$ cat config.mk
export PLATFORM = sky130hd
export DESIGN_NAME = cell_voltage_statistics_core_flat
export DESIGN_NICKNAME = d
export VERILOG_FILES = /design/src/design/cvs_pkg.sv /design/src/design/cvs_in_if.sv /design/src/design/cvs_out_if.sv /design/src/design/cvs_divider.sv /design/src/design/cell_voltage_statistics_core.sv /design/src/flat_wrapper.sv
export VERILOG_INCLUDE_DIRS = /design/src /design/src/design
export SDC_FILE = /design/constraint.sdc
export NUM_CORES = 1
export LEC_CHECK = 0
export BUFFER_PORTS_ARGS = -buffer_cell sky130_fd_sc_hd__buf_4
export CELL_PAD_IN_SITES_DETAIL_PLACEMENT = 0
export CELL_PAD_IN_SITES_GLOBAL_PLACEMENT = 1
export CORE_AREA = 2 2 357 324
export DETAILED_ROUTE_END_ITERATION = 10
export DIE_AREA = 0 0 359 326
export PLACE_DENSITY_LB_ADDON = 0.3
export SKIP_LAST_GASP = 1
export SLEW_MARGIN = 20
export SYNTH_ARGS = -nofsm -noshare
export SYNTH_HDL_FRONTEND = slang
export SYNTH_SLANG_ARGS = --single-unit
export TNS_END_PERCENT = 1
$ cat constraint.sdc
create_clock -name clk -period 5.3 [get_ports clk]
set_input_delay 0.795 -clock clk [delete_from_list [all_inputs] [get_ports clk]]
set_output_delay 0.795 -clock clk [all_outputs]
set_load 0.01 [all_outputs]
$ cat src/design/assert_macros.svh
// Assertion macros shared by the cell voltage statistics RTL.
// Each macro expects signals named clk and rst_n in the including scope.
`ifndef ASSERT_MACROS_SVH
`define ASSERT_MACROS_SVH

// Check cons in the same cycle whenever ante holds.
`define ASSERT_IMPL(lbl, ante, cons, msg) \
    lbl: assert property (@(posedge clk) disable iff (!rst_n) (ante) |-> (cons)) \
        else $error(msg);

// Check cons in the cycle after ante holds.
`define ASSERT_NEXT(lbl, ante, cons, msg) \
    lbl: assert property (@(posedge clk) disable iff (!rst_n) (ante) |=> (cons)) \
        else $error(msg);

`endif

$ cat src/design/cvs_pkg.sv
// Shared widths, constants and types for the cell voltage statistics block.
// No dependencies; compile first.
package cvs_pkg;

    localparam int BYTE_W            = 8;
    localparam int CELL_W            = 16;
    localparam int CELL_COUNT_W      = 6;
    localparam int MAX_CELLS_DEFAULT = 32;

    localparam logic [CELL_W-1:0] MIN_START = 16'd5000;

    typedef enum logic [2:0]
    {
        S_IDLE,
        S_SHIFT,
        S_MED_A,
        S_MED_B,
        S_MED_C,
        S_FINISH
    } cvs_state_t;

endpackage

$ cat src/design/cvs_in_if.sv
// Input channel of the cell voltage statistics block: one cell reading.
// Depends on cvs_pkg.
interface cvs_in_if;
    import cvs_pkg::*;

    logic              valid;
    logic              ready;
    logic [BYTE_W-1:0] high_byte;
    logic [BYTE_W-1:0] low_byte;
    logic              last_cell;

    modport source (output valid, high_byte, low_byte, last_cell, input ready);
    modport sink   (input valid, high_byte, low_byte, last_cell, output ready);
endinterface

$ cat src/design/cvs_out_if.sv
// Output channel of the cell voltage statistics block: one report summary.
// Depends on cvs_pkg.
interface cvs_out_if;
    import cvs_pkg::*;

    logic                    valid;
    logic                    ready;
    logic [CELL_COUNT_W-1:0] cell_count;
    logic [CELL_W-1:0]       min_voltage;
    logic [CELL_W-1:0]       max_voltage;
    logic [CELL_W-1:0]       spread_voltage;
    logic [CELL_W-1:0]       avg_voltage;
    logic [CELL_W-1:0]       median_voltage;
    logic                    too_many_cells;

    modport source (output valid, cell_count, min_voltage, max_voltage, spread_voltage,
                    avg_voltage, median_voltage, too_many_cells, input ready);
    modport sink   (input valid, cell_count, min_voltage, max_voltage, spread_voltage,
                    avg_voltage, median_voltage, too_many_cells, output ready);
endinterface

$ cat src/design/cvs_divider.sv
// Restoring radix-2 divider, one quotient bit per cycle.
// Depends on nothing outside this file.
module cvs_divider #(
    parameter int NUM_W = 22,
    parameter int DEN_W = 6
) (
    input  logic             clk,
    input  logic             rst_n,
    input  logic             start,
    input  logic [NUM_W-1:0] num,
    input  logic [DEN_W-1:0] den,
    output logic             done,
    output logic [NUM_W-1:0] quot
);
    localparam int STEP_W = $clog2(NUM_W + 1);

    logic [NUM_W-1:0]  quot_reg, quot_next;
    logic [DEN_W-1:0]  rem_reg, rem_next;
    logic [DEN_W-1:0]  den_reg;
    logic [STEP_W-1:0] step_reg, step_next;
    logic              busy_reg, busy_next;
    logic              done_reg, done_next;
    logic [DEN_W:0]    trial;
    logic [DEN_W:0]    diff;

    always_comb
    begin
        trial     = {rem_reg, quot_reg[NUM_W-1]};
        diff      = trial - {1'b0, den_reg};
        quot_next = quot_reg;
        rem_next  = rem_reg;
        step_next = step_reg;
        busy_next = busy_reg;
        done_next = done_reg;
        if (start)
        begin
            quot_next = num;
            rem_next  = '0;
            step_next = STEP_W'(NUM_W);
            busy_next = 1'b1;
            done_next = 1'b0;
        end
        else if (busy_reg)
        begin
            // shift in the next dividend bit, subtract when it fits
            if (trial >= {1'b0, den_reg})
            begin
                rem_next  = diff[DEN_W-1:0];
                quot_next = {quot_reg[NUM_W-2:0], 1'b1};
            end
            else
            begin
                rem_next  = trial[DEN_W-1:0];
                quot_next = {quot_reg[NUM_W-2:0], 1'b0};
            end
            step_next = step_reg - 1'b1;
            if (step_reg == STEP_W'(1))
            begin
                busy_next = 1'b0;
                done_next = 1'b1;
            end
        end
    end

    always_ff @(posedge clk or negedge rst_n)
    begin
        if (!rst_n)
        begin
            busy_reg <= 1'b0;
            done_reg <= 1'b0;
            step_reg <= '0;
        end
        else
        begin
            busy_reg <= busy_next;
            done_reg <= done_next;
            step_reg <= step_next;
        end
    end

    always_ff @(posedge clk)
    begin
        quot_reg <= quot_next;
        rem_reg  <= rem_next;
        if (start)
        begin
            den_reg <= den;
        end
    end

    assign done = done_reg;
    assign quot = quot_reg;

endmodule

$ cat src/design/cell_voltage_statistics_core.sv
// The first reading of a report, or a dropped one, is done in S_IDLE as it is accepted;
// others walk in S_SHIFT past every kept reading above them (sorted-insert walk).
// Input ready is high only in S_IDLE, so a new reading waits for the one-port store walk.
// When the last cell's walk ends (on acceptance when it needs no walk), the report steps
// through S_MED_A to S_MED_C, then S_FINISH waits for the bit-serial average divider.
// Reset: async, clears control and running statistics; the cell store is left uncleared.
`include "assert_macros.svh"

module cell_voltage_statistics_core #(
    parameter int MAX_CELLS = cvs_pkg::MAX_CELLS_DEFAULT
) (
    input  logic             clk,
    input  logic             rst_n,
    cvs_in_if.sink           cell_in,
    cvs_out_if.source        stats_out
);
    import cvs_pkg::*;

    // CNT_W holds 0..MAX_CELLS; AW indexes the store; the sum cannot wrap.
    localparam int CNT_W = $clog2(MAX_CELLS + 1);
    localparam int AW    = (MAX_CELLS > 1) ? $clog2(MAX_CELLS) : 1;
    localparam int SUM_W = CELL_W + CNT_W;
    localparam logic [CNT_W-1:0] MAX_CNT = CNT_W'(MAX_CELLS);

    // ------------------------------------------------------------------
    // Cell store: kept in ascending order by an insertion walk, so the
    // median is read straight from the middle entries at report end.
    // ------------------------------------------------------------------
    logic [CELL_W-1:0] store_mem [MAX_CELLS];
    logic              mem_we;
    logic [AW-1:0]     mem_waddr;
    logic [CELL_W-1:0] mem_wdata;
    logic [AW-1:0]     mem_raddr;
    logic [CELL_W-1:0] mem_rdata_reg;

    always_ff @(posedge clk)
    begin
        if (mem_we)
        begin
            store_mem[mem_waddr] <= mem_wdata;
        end
        mem_rdata_reg <= store_mem[mem_raddr];
    end

    // ------------------------------------------------------------------
    // Control and running statistics
    // ------------------------------------------------------------------
    cvs_state_t        state_reg, state_next;
    logic [CNT_W-1:0]  cells_seen_reg, cells_seen_next;
    logic [CELL_W-1:0] run_min_reg, run_min_next;
    logic [CELL_W-1:0] run_max_reg, run_max_next;
    logic [SUM_W-1:0]  run_sum_reg, run_sum_next;
    logic              overflow_reg, overflow_next;
    logic              last_reg, last_next;
    logic [CELL_W-1:0] key_reg, key_next;
    logic [AW-1:0]     pos_reg, pos_next;
    logic [CELL_W-1:0] med_lo_reg, med_lo_next;
    logic [CELL_W-1:0] med_reg, med_next;

    // output register
    logic                    out_valid_reg, out_valid_next;
    logic [CELL_COUNT_W-1:0] out_count_reg;
    logic [CELL_W-1:0]       out_min_reg;
    logic [CELL_W-1:0]       out_max_reg;
    logic [CELL_W-1:0]       out_spread_reg;
    logic [CELL_W-1:0]       out_avg_reg;
    logic [CELL_W-1:0]       out_med_reg;
    logic                    out_ovf_reg;

    logic              in_fire;
    logic              room;
    logic [CELL_W-1:0] cell_mv;
    logic              result_load;
    logic              div_start;
    logic              div_done;
    logic [SUM_W-1:0]  div_quot;
    logic              walk_done;

    assign cell_mv = {cell_in.high_byte, cell_in.low_byte};
    assign in_fire = cell_in.valid && cell_in.ready;
    assign room    = cells_seen_reg < MAX_CNT;

    // Average: sum over count, one quotient bit per cycle.
    cvs_divider #(
        .NUM_W (SUM_W),
        .DEN_W (CNT_W)
    ) u_div (
        .clk   (clk),
        .rst_n (rst_n),
        .start (div_start),
        .num   (run_sum_reg),
        .den   (cells_seen_reg),
        .done  (div_done),
        .quot  (div_quot)
    );

    always_comb
    begin
        state_next      = state_reg;
        cells_seen_next = cells_seen_reg;
        run_min_next    = run_min_reg;
        run_max_next    = run_max_reg;
        run_sum_next    = run_sum_reg;
        overflow_next   = overflow_reg;
        last_next       = last_reg;
        key_next        = key_reg;
        pos_next        = pos_reg;
        med_lo_next     = med_lo_reg;
        med_next        = med_reg;
        mem_we          = 1'b0;
        mem_waddr       = pos_reg;
        mem_wdata       = key_reg;
        mem_raddr       = pos_reg - 1'b1;
        div_start       = 1'b0;
        result_load     = 1'b0;
        walk_done       = 1'b0;
        cell_in.ready   = 1'b0;

        case (state_reg)
            S_IDLE:
            begin
                cell_in.ready = 1'b1;
                if (in_fire)
                begin
                    last_next = cell_in.last_cell;
                    if (room)
                    begin
                        cells_seen_next = cells_seen_reg + 1'b1;
                        run_sum_next    = run_sum_reg + SUM_W'(cell_mv);
                        if (cell_mv > run_max_reg)
                        begin
                            run_max_next = cell_mv;
                        end
                        if (cell_mv < run_min_reg)
                        begin
                            run_min_next = cell_mv;
                        end
                        if (cells_seen_reg == '0)
                        begin
                            // first reading of the report: place it directly
                            mem_we    = 1'b1;
                            mem_waddr = '0;
                            mem_wdata = cell_mv;
                            state_next = cell_in.last_cell ? S_MED_A : S_IDLE;
                        end
                        else
                        begin
                            // open the walk at the free slot, read its lower neighbor
                            key_next   = cell_mv;
                            pos_next   = AW'(cells_seen_reg);
                            mem_raddr  = AW'(cells_seen_reg - 1'b1);
                            state_next = S_SHIFT;
                        end
                    end
                    else
                    begin
                        // store full: drop the reading, flag it
                        overflow_next = 1'b1;
                        state_next    = cell_in.last_cell ? S_MED_A : S_IDLE;
                    end
                end
            end

            S_SHIFT:
            begin
                mem_we = 1'b1;
                if (pos_reg == '0)
                begin
                    mem_wdata = key_reg;
                    walk_done = 1'b1;
                end
                else if (mem_rdata_reg > key_reg)
                begin
                    // move the larger neighbor up, step down one slot
                    mem_wdata = mem_rdata_reg;
                    pos_next  = pos_reg - 1'b1;
                    mem_raddr = pos_reg - AW'(2);
                end
                else
                begin
                    mem_wdata = key_reg;
                    walk_done = 1'b1;
                end
                if (walk_done)
                begin
                    state_next = last_reg ? S_MED_A : S_IDLE;
                end
            end

            S_MED_A:
            begin
                // read the lower middle entry, kick off the average
                mem_raddr  = AW'((cells_seen_reg - 1'b1) >> 1);
                div_start  = 1'b1;
                state_next = S_MED_B;
            end

            S_MED_B:
            begin
                mem_raddr   = AW'(cells_seen_reg >> 1);
                med_lo_next = mem_rdata_reg;
                state_next  = S_MED_C;
            end

            S_MED_C:
            begin
                // odd count reads the same entry twice, so the mean is exact
                med_next   = CELL_W'(({1'b0, med_lo_reg} + {1'b0, mem_rdata_reg}) >> 1);
                state_next = S_FINISH;
            end

            S_FINISH:
            begin
                if (div_done && (!out_valid_reg || stats_out.ready))
                begin
                    result_load     = 1'b1;
                    cells_seen_next = '0;
                    run_min_next    = MIN_START;
                    run_max_next    = '0;
                    run_sum_next    = '0;
                    overflow_next   = 1'b0;
                    last_next       = 1'b0;
                    state_next      = S_IDLE;
                end
            end

            default:
            begin
                state_next = S_IDLE;
            end
        endcase
    end

    always_comb
    begin
        out_valid_next = out_valid_reg;
        if (result_load)
        begin
            out_valid_next = 1'b1;
        end
        else if (stats_out.ready)
        begin
            out_valid_next = 1'b0;
        end
    end

    always_ff @(posedge clk or negedge rst_n)
    begin
        if (!rst_n)
        begin
            state_reg      <= S_IDLE;
            cells_seen_reg <= '0;
            run_min_reg    <= MIN_START;
            run_max_reg    <= '0;
            run_sum_reg    <= '0;
            overflow_reg   <= 1'b0;
            last_reg       <= 1'b0;
            out_valid_reg  <= 1'b0;
        end
        else
        begin
            state_reg      <= state_next;
            cells_seen_reg <= cells_seen_next;
            run_min_reg    <= run_min_next;
            run_max_reg    <= run_max_next;
            run_sum_reg    <= run_sum_next;
            overflow_reg   <= overflow_next;
            last_reg       <= last_next;
            out_valid_reg  <= out_valid_next;
        end
    end

    // Payload registers: hold the walk key and position, the median, the result.
    always_ff @(posedge clk)
    begin
        key_reg    <= key_next;
        pos_reg    <= pos_next;
        med_lo_reg <= med_lo_next;
        med_reg    <= med_next;
        if (result_load)
        begin
            out_count_reg  <= CELL_COUNT_W'(cells_seen_reg);
            out_min_reg    <= run_min_reg;
            out_max_reg    <= run_max_reg;
            out_spread_reg <= run_max_reg - run_min_reg;
            out_ovf_reg    <= overflow_reg;
            // empty report: zeros instead of the quotient and median
            out_avg_reg    <= (cells_seen_reg == '0) ? '0 : CELL_W'(div_quot);
            out_med_reg    <= (cells_seen_reg == '0) ? '0 : med_reg;
        end
    end

    assign stats_out.valid          = out_valid_reg;
    assign stats_out.cell_count     = out_count_reg;
    assign stats_out.min_voltage    = out_min_reg;
    assign stats_out.max_voltage    = out_max_reg;
    assign stats_out.spread_voltage = out_spread_reg;
    assign stats_out.avg_voltage    = out_avg_reg;
    assign stats_out.median_voltage = out_med_reg;
    assign stats_out.too_many_cells = out_ovf_reg;

    // ------------------------------------------------------------------
    // Assertions
    // ------------------------------------------------------------------
    `ASSERT_IMPL(a_cnt_bound, 1'b1, cells_seen_reg <= MAX_CNT, "cell count above store size")
    `ASSERT_IMPL(a_ovf_full, overflow_reg, cells_seen_reg == MAX_CNT,
                 "drop flagged while store has room")
    `ASSERT_IMPL(a_walk_pos, state_reg == S_SHIFT, CNT_W'(pos_reg) < cells_seen_reg,
                 "insertion walk outside kept cells")
    `ASSERT_IMPL(a_load_div, result_load, div_done, "result loaded before average is ready")
    `ASSERT_NEXT(a_cnt_step, in_fire && room,
                 cells_seen_reg == $past(cells_seen_reg) + 1'b1,
                 "kept reading did not advance the count")

endmodule
$ cat src/flat_wrapper.sv
// flat-port wrapper written by rule: the top's interface ports become plain ports
module cell_voltage_statistics_core_flat import cvs_pkg::*;
#(
    parameter int MAX_CELLS = cvs_pkg::MAX_CELLS_DEFAULT
)
  (clk, rst_n, cell_in_valid, cell_in_high_byte, cell_in_low_byte, cell_in_last_cell, cell_in_ready, stats_out_valid, stats_out_cell_count, stats_out_min_voltage, stats_out_max_voltage, stats_out_spread_voltage, stats_out_avg_voltage, stats_out_median_voltage, stats_out_too_many_cells, stats_out_ready);
  cvs_in_if cell_in_i ();
  cvs_out_if stats_out_i ();
  input  logic clk;
  input  logic rst_n;
  input wire logic [$bits(cell_in_i.valid)-1:0] cell_in_valid;
  input wire logic [$bits(cell_in_i.high_byte)-1:0] cell_in_high_byte;
  input wire logic [$bits(cell_in_i.low_byte)-1:0] cell_in_low_byte;
  input wire logic [$bits(cell_in_i.last_cell)-1:0] cell_in_last_cell;
  output wire logic [$bits(cell_in_i.ready)-1:0] cell_in_ready;
  output wire logic [$bits(stats_out_i.valid)-1:0] stats_out_valid;
  output wire logic [$bits(stats_out_i.cell_count)-1:0] stats_out_cell_count;
  output wire logic [$bits(stats_out_i.min_voltage)-1:0] stats_out_min_voltage;
  output wire logic [$bits(stats_out_i.max_voltage)-1:0] stats_out_max_voltage;
  output wire logic [$bits(stats_out_i.spread_voltage)-1:0] stats_out_spread_voltage;
  output wire logic [$bits(stats_out_i.avg_voltage)-1:0] stats_out_avg_voltage;
  output wire logic [$bits(stats_out_i.median_voltage)-1:0] stats_out_median_voltage;
  output wire logic [$bits(stats_out_i.too_many_cells)-1:0] stats_out_too_many_cells;
  input wire logic [$bits(stats_out_i.ready)-1:0] stats_out_ready;
  assign cell_in_i.valid = cell_in_valid;
  assign cell_in_i.high_byte = cell_in_high_byte;
  assign cell_in_i.low_byte = cell_in_low_byte;
  assign cell_in_i.last_cell = cell_in_last_cell;
  assign cell_in_ready = cell_in_i.ready;
  assign stats_out_valid = stats_out_i.valid;
  assign stats_out_cell_count = stats_out_i.cell_count;
  assign stats_out_min_voltage = stats_out_i.min_voltage;
  assign stats_out_max_voltage = stats_out_i.max_voltage;
  assign stats_out_spread_voltage = stats_out_i.spread_voltage;
  assign stats_out_avg_voltage = stats_out_i.avg_voltage;
  assign stats_out_median_voltage = stats_out_i.median_voltage;
  assign stats_out_too_many_cells = stats_out_i.too_many_cells;
  assign stats_out_i.ready = stats_out_ready;
  cell_voltage_statistics_core #(.MAX_CELLS(MAX_CELLS)) u_core (.clk(clk), .rst_n(rst_n), .cell_in(cell_in_i), .stats_out(stats_out_i));
endmodule
-- Word-level counts from Yosys, hierarchy flattened
Memories as Yosys holds them, arrays and structs flattened. A register that Yosys moved wholly into a read port is not among the register bits.
Cells that the tools add are included.
- register bits after elaboration: 247
- memory bits (writable): 512
- input bits: 21
- output and inout port bits: 89
- word-level logic and storage cells: 159
- memories kept: 1
- memory list (name ; depth ; width ; rd ports ; clocked after memory_dff ; wr ports ; line ; source):
    u_core.store_mem ; 32 ; 16 ; 1 ; 1 ; 1 ; cell_voltage_statistics_core.sv:29 ; logic [CELL_W-1:0] store_mem [MAX_CELLS];
- $add $sub $neg: 9
- magnitude comparators: 5
- eq/ne operators: 16
- multiplexer cells: 81
- bitwise gates (word level): 1
- reduce and logical (&&, ||, !) cells: 21
- operators with widths (cell ; number):
    two-way mux 16 bit ; 13
    two-way mux 22 bit ; 5
    one-hot mux 16 bit (2 select lines) ; 3
    two-way mux 5 bit ; 16
    one-hot mux 22 bit (2 select lines) ; 1
    > comparator 16 bit ; 2
    two-way mux 1 bit ; 25
    two-way mux 6 bit ; 4
    adder 22 x 16 -> 22 bit ; 1
    one-hot mux 5 bit (4 select lines) ; 1
    one-hot mux 3 bit (6 select lines) ; 1
    adder 16 x 16 -> 17 bit ; 1
    < comparator 16 bit ; 1
    subtractor 16 bit ; 1
    two-way mux 3 bit ; 5
    inequality test 2 x 1 -> 1 bit (second input constant) ; 7
    one-hot mux 6 bit (2 select lines) ; 1
    AND reduction 4 bit ; 3
    one-hot mux 5 bit (2 select lines) ; 1
    AND reduction 5 bit ; 2
    nonzero test 2 bit ; 5
    subtractor 5 x 1 -> 5 bit (second input constant) ; 2
    greater-or-equal comparator 7 x 6 -> 1 bit ; 1
    adder 6 x 1 -> 6 bit (second input constant) ; 1
    other kinds (21) ; 30

-- Depth between registers and ports, before layout
- word-level depth: 7
- depth in mapped cells: 15
- gate-level depth less buffers: 13

-- Modules after synthesis
Synthesis repeated with hierarchy kept, for this count alone.
- cell total of the unflattened synthesis: 2399
- area, all modules: 34088.9 um^2
- by module, submodules not included (module ; times used ; cells an instance ; area an instance (um^2) ; seq. area each (um^2)):
    cell_voltage_statistics_core ; 1 ; 2250 ; 32088.3 ; 21556.9
    cvs_divider ; 1 ; 149 ; 2000.7 ; 1136.1

-- Worst setup path after synthesis
Ideal clock, no wire load.
- kind: input -> register
- from: input stats_out_ready
- to: register u_core.out_avg_reg[0], in the netlist u_core.stats_out.avg_voltage[0], enable pin
- library setup time: 0.486 ns
- data arrival time: 3.821 ns
- required time: 4.814 ns
- path slack: 0.994 ns
- stages: 5
- buffers on the path: 1
- cells stage by stage: nand2b_1 -> and2_1 -> nand2_1 -> inv_1 -> clkbuf_1
- longest elaborated chain between the ends: 4
- ends and longest elaborated chain (element ; line ; source):
    start, declared ; flat_wrapper.sv:24 ; input wire logic [$bits(stats_out_i.ready)-1:0] stats_out_ready;
    logical OR 1 bit ; cell_voltage_statistics_core.sv:214 ; if (div_done && (!out_valid_reg || stats_out.ready))
    logical AND 1 bit ; cell_voltage_statistics_core.sv:214 ;
    two-way mux 1 bit ; cell_voltage_statistics_core.sv:214 ;
    two-way mux 1 bit ; cell_voltage_statistics_core.sv:119 ; case (state_reg)
    end signal, assigned ; cell_voltage_statistics_core.sv:288 ; out_avg_reg <= (cells_seen_reg == '0) ? '0 : CELL_W'(div_quot);
    end, declared ; cell_voltage_statistics_core.sv:66 ; logic [CELL_W-1:0] out_avg_reg;
No other way between the ends.
A chain may end at the register's enable or synchronous reset.

-- Final worst setup path
- from: register u_core.state_reg[0]
- to: register u_core.mem_rdata_reg[14], read port of u_core.store_mem
- longest elaborated chain between the ends: 5
- elaborated cells on any way between the ends: 8
- those cells by class: eq/ne (3); mux (3); reduce/logical (2)
- ends and longest elaborated chain (element ; line ; source):
    start, declared ; cell_voltage_statistics_core.sv:48 ; cvs_state_t state_reg, state_next;
    start signal, assigned ; cell_voltage_statistics_core.sv:262 ; state_reg <= state_next;
    zero test 3 bit ; cell_voltage_statistics_core.sv:119 ;
    two-way mux 1 bit ; cell_voltage_statistics_core.sv:119 ;
    logical AND 1 bit ; cell_voltage_statistics_core.sv:80 ; assign in_fire = cell_in.valid && cell_in.ready;
    two-way mux 5 bit ; cell_voltage_statistics_core.sv:123 ; if (in_fire)
    one-hot mux 5 bit (4 select lines) * ; cell_voltage_statistics_core.sv:119 ;
    end, declared ; cell_voltage_statistics_core.sv:34 ; logic [CELL_W-1:0] mem_rdata_reg;
Mark *: on every way between the ends. The rest lies on a longest branch, timed or not.

==> parameters.txt <==
Parameter                              Value

Yosys
  Share of the synthesized area in the top cell type ... 0.604
  Share of flip-flops with an asynchronous set or reset after synthesis ... 0.0942
  Unique cell type count in the Yosys netlist ... 83
  Library cell with the highest instance count after synthesis ... sky130_fd_sc_hd__edfxtp_1
  Summed instance area of the synthesized netlist ... 33800 um^2
  Number of enable-type register cells in the synthesized netlist ... 680
  Top cells by area, synth ... sky130_fd_sc_hd__edfxtp_1 60%, sky130_fd_sc_hd__mux2i_1 7.9%, sky130_fd_sc_hd__dfrtp_1 5.0%, sky130_fd_sc_hd__ha_1 3.9%, sky130_fd_sc_hd__nand2_1 3.0%
  Synth warn ... 0
  Portion of the post-synthesis area used by sequential elements ... 0.672
  Post-synthesis net count ... 2561
  Biggest area consumer among synthesized cells ... sky130_fd_sc_hd__edfxtp_1
  Most common flop cell mapped by yosys ... sky130_fd_sc_hd__edfxtp_1
  Most frequent cells after synthesis ... 680 x sky130_fd_sc_hd__edfxtp_1, 274 x sky130_fd_sc_hd__nand2_1, 265 x sky130_fd_sc_hd__mux2i_1
  Average size of a mapped cell ... 13.9 um^2
  Register bit count reported by yosys ... 775
  Instance count of the mapped netlist ... 2430

Global route
  Wire length of the first global-routing pass ... 137000 um
  Largest net degree at the start of global routing ... 74
  Number of antenna violations at the first check in global routing ... 3
  Grt ovf ... 0
  Number of global-route vias before repair ... 20715
  Global router's overall resource usage ... 0.156

CTS
  Clock root buffer ... sky130_fd_sc_hd__clkbuf_16
  Clock insertion delay at the later pin of the skew report ... 0.66 ns
  Deepest level of the CTS H-tree ... 3
  Clock tree from TritonCTS ... yes
  Maximum count of clock buffers along a single path ... 3
  Number of cells upsized or downsized after cts ... 0
  Post-CTS setup buffer count ... 0
  Cts bufs inserted ... 82
  Reg clk slew, reported paths ... 0.07 ns
  Clk sinks ... 775
  Number of hold buffers added after CTS ... 0

Cells and area
  Final Non-Filler Cells ... 4165
  Layout Cell Area excl Fill ... 39400 um^2
  Number of nets in the layout ... 2725
  Sequential cell area ... 22700 um^2
  Share of post-route cells with drive strength above 1 ... 0.140
  FILL cells ... 10974
  Number of flip-flops under the largest register name ... 512
  Layout area overhead ... 16.7%
  Total area of multi-input combinational cells ... 10200 um^2
  Utilization after layout ... 0.346

Timing
  Clock Skew ... 0.0262 ns
  Setup repair after global routing missed its margin ... false
  Fmax ... 0.203 GHz
  Time the final worst path needs with I/O delays and setup ... 4.92 ns
  Max-slew violation count ... 0
  Final hold violation count ... 0
  Least-Margin Pin Slew ... 1.13 ns
  Sum of negative setup slack ... 0 ns
  Setup violators final ... 0
  Fraction of the cycle the final worst path needs ... 0.928
  Slew headroom ... 0.245

Setup path
  Worst R2R End ... u_core.mem_rdata_reg[14]$_DFF_P_
  Top delay family on crit path ... simple AND/OR/NAND/NOR gates
  Crit-path max FO ... 27
  Launching element type of the critical path ... register
  Minimum setup slack among reg-to-reg paths ... 0.38 ns
  Data required time at the worst endpoint ... 5.78 ns
  CP endpoint kind ... register
  Buffers plus inverters on the worst setup path ... 3
  Critical path data arrival time ... 5.40 ns
  Cell-by-cell listing of the critical path ... or3_1, inv_2, nand2_2, nor3_4, buf_4, mux2_2, o22ai_1, a21oi_1, o21a_4, buf_4, mux2i_1, o22ai_2, nor4_1
  Startpoint of the worst setup timing path ... u_core.state_reg[0]$_DFFE_PN0P_
  Crit path top cell by count ... sky130_fd_sc_hd__buf_4
  Launch point of the worst reg-to-reg path ... u_core.state_reg[0]$_DFFE_PN0P_
  Slowest stage cell, crit path ... sky130_fd_sc_hd__nor4_1
  Crit path kind ... reg -> reg
  Worst reg2reg path depth ... 13
  Maximum single-stage delay on the critical path ... 0.67 ns

Placed design
  Placed instance count ... 4010
  Final weighted congestion in routability-driven placement ... 0.819
  Input/output buffers ... 109
  Total cell area at the placement stage ... 36700 um^2
  Detail Placement HPWL ... 59100 um

Run status
  Status ... finished clean

Worst hold path
  Worst hold path class ... in -> async

Die
  Die outline area ... 117000 um^2
  Number of core rows ... 118
  DIE HEIGHT ... 326 um
  Horizontal die dimension ... 359 um
  Count of pins on the block boundary ... 110
  Initial standard-cell utilization of the core ... 0.297
  Core box area ... 114000 um^2

Route
  DRC viols ... 0
  Vias ... 20490
  First-pass iteration count of the detailed router ... 8
  Mean number of vias per cell ... 4.92
  WL per Instance ... 22.1 um
  Initial drt markers ... 1656
  Final ANT Viol Nets ... 0
  Final WL ... 92200 um

Job
  Max-Cap Viols ... 0
## per-layer routing
metal | part of all wire | global-route usage
met1 | 0.46 | 0.210
met4 | 0.019 | 0.0354
met2 | 0.48 | 0.259
met5 | 0.00011 | 0
met3 | 0.047 | 0.0284
## through the flow
stage / hold slack (ns) / setup slack, ns
after CTS: 0.340 / 0.534
after global routing: 0.190 / 0.156
after global placement: 0.448 / 0.619
after floorplan: 0.425 / 0.994
final: 0.151 / 0.383
after detailed placement: 0.449 / 0.552
## kinds of logic (layout without fill, tap and decap cells)
| group | count (synthesis) | count (layout) | share of synthesized area |
|---|---|---|---|
| adders and majority gates | 110 | 110 | 0.0416 |
| xor gates and xnor gates | 56 | 56 | 0.0145 |
| DFF | 775 | 775 | 0.672 |
| other | 0 | 2 | 0 |
| and+or+nand+nor | 558 | 558 | 0.0774 |
| muxes | 266 | 266 | 0.0789 |
| AOI/OAI and AO/OA | 448 | 448 | 0.0879 |
| buffers and inverters | 217 | 450 | 0.0280 |
## worst reg2reg max path, cell delays in order, from the launching register on
cell	delay (ns)
sky130_fd_sc_hd__dfrtp_1	0.65
sky130_fd_sc_hd__or3_1	0.63
sky130_fd_sc_hd__inv_2	0.18
sky130_fd_sc_hd__nand2_2	0.12
sky130_fd_sc_hd__nor3_4	0.12
sky130_fd_sc_hd__buf_4	0.32
sky130_fd_sc_hd__mux2_2	0.22
sky130_fd_sc_hd__o22ai_1	0.08
sky130_fd_sc_hd__a21oi_1	0.30
sky130_fd_sc_hd__o21a_4	0.57
sky130_fd_sc_hd__buf_4	0.50
sky130_fd_sc_hd__mux2i_1	0.28
sky130_fd_sc_hd__o22ai_2	0.10
sky130_fd_sc_hd__nor4_1	0.67
## final cells by class
type                    instances  area share
flip-flops and latches        775       0.576
well taps                    1500      0.0476
inverters                     107      0.0102
multi-input cells            1438       0.259
repair buffers                190      0.0382
clock buffers                 107      0.0566
clock inverters                46      0.0127
diodes                          2    0.000127
## how the worst max path moves through the flow
| stage | end | slack, ns | depth (start not counted) |
|---|---|---|---|
| after floorplan | u_core.stats_out.avg_voltage[0]$_SDFFCE_PP0P_ | 0.99 | 5 |
| after global placement | u_core.mem_rdata_reg[14]$_DFF_P_ | 0.62 | 13 |
| after detailed placement | u_core.mem_rdata_reg[0]$_DFF_P_ | 0.55 | 13 |
| after CTS | u_core.mem_rdata_reg[14]$_DFF_P_ | 0.53 | 13 |
| after global routing | u_core.store_mem[0][12]$_DFFE_PP_ | 0.16 | 11 |
| final | u_core.mem_rdata_reg[14]$_DFF_P_ | 0.38 | 13 |
## layout by cell type, fill, tap and decap left out, types with 10 or more instances in the layout
cell type                     n
sky130_fd_sc_hd__dfrtp_1     68
sky130_fd_sc_hd__o22ai_2     10
sky130_fd_sc_hd__a32o_1      11
sky130_fd_sc_hd__a22o_1      15
sky130_fd_sc_hd__nor2_1     108
sky130_fd_sc_hd__o21bai_1    21
sky130_fd_sc_hd__clkbuf_1    21
sky130_fd_sc_hd__mux2i_1    265
sky130_fd_sc_hd__clkbuf_16   86
sky130_fd_sc_hd__nand3_1     26
sky130_fd_sc_hd__or3_1       13
sky130_fd_sc_hd__a21oi_1    111
sky130_fd_sc_hd__buf_4      183
sky130_fd_sc_hd__edfxtp_1   680
sky130_fd_sc_hd__xor2_1      19
sky130_fd_sc_hd__nor2b_1     45
sky130_fd_sc_hd__dfxtp_1     22
sky130_fd_sc_hd__o21ai_0    101
sky130_fd_sc_hd__ha_1       106
sky130_fd_sc_hd__nor3_1      12
sky130_fd_sc_hd__nor4_2      11
sky130_fd_sc_hd__a21o_1      25
sky130_fd_sc_hd__xnor2_1     37
sky130_fd_sc_hd__o22ai_1     56
sky130_fd_sc_hd__clkinv_2    14
sky130_fd_sc_hd__clkinv_1    15
sky130_fd_sc_hd__inv_1      102
sky130_fd_sc_hd__nand2_1    274
sky130_fd_sc_hd__a222oi_1    16
Power is left out: the tool's default activity adds up to more than one toggle a clock period on the data nets, which glitch-free logic cannot reach.
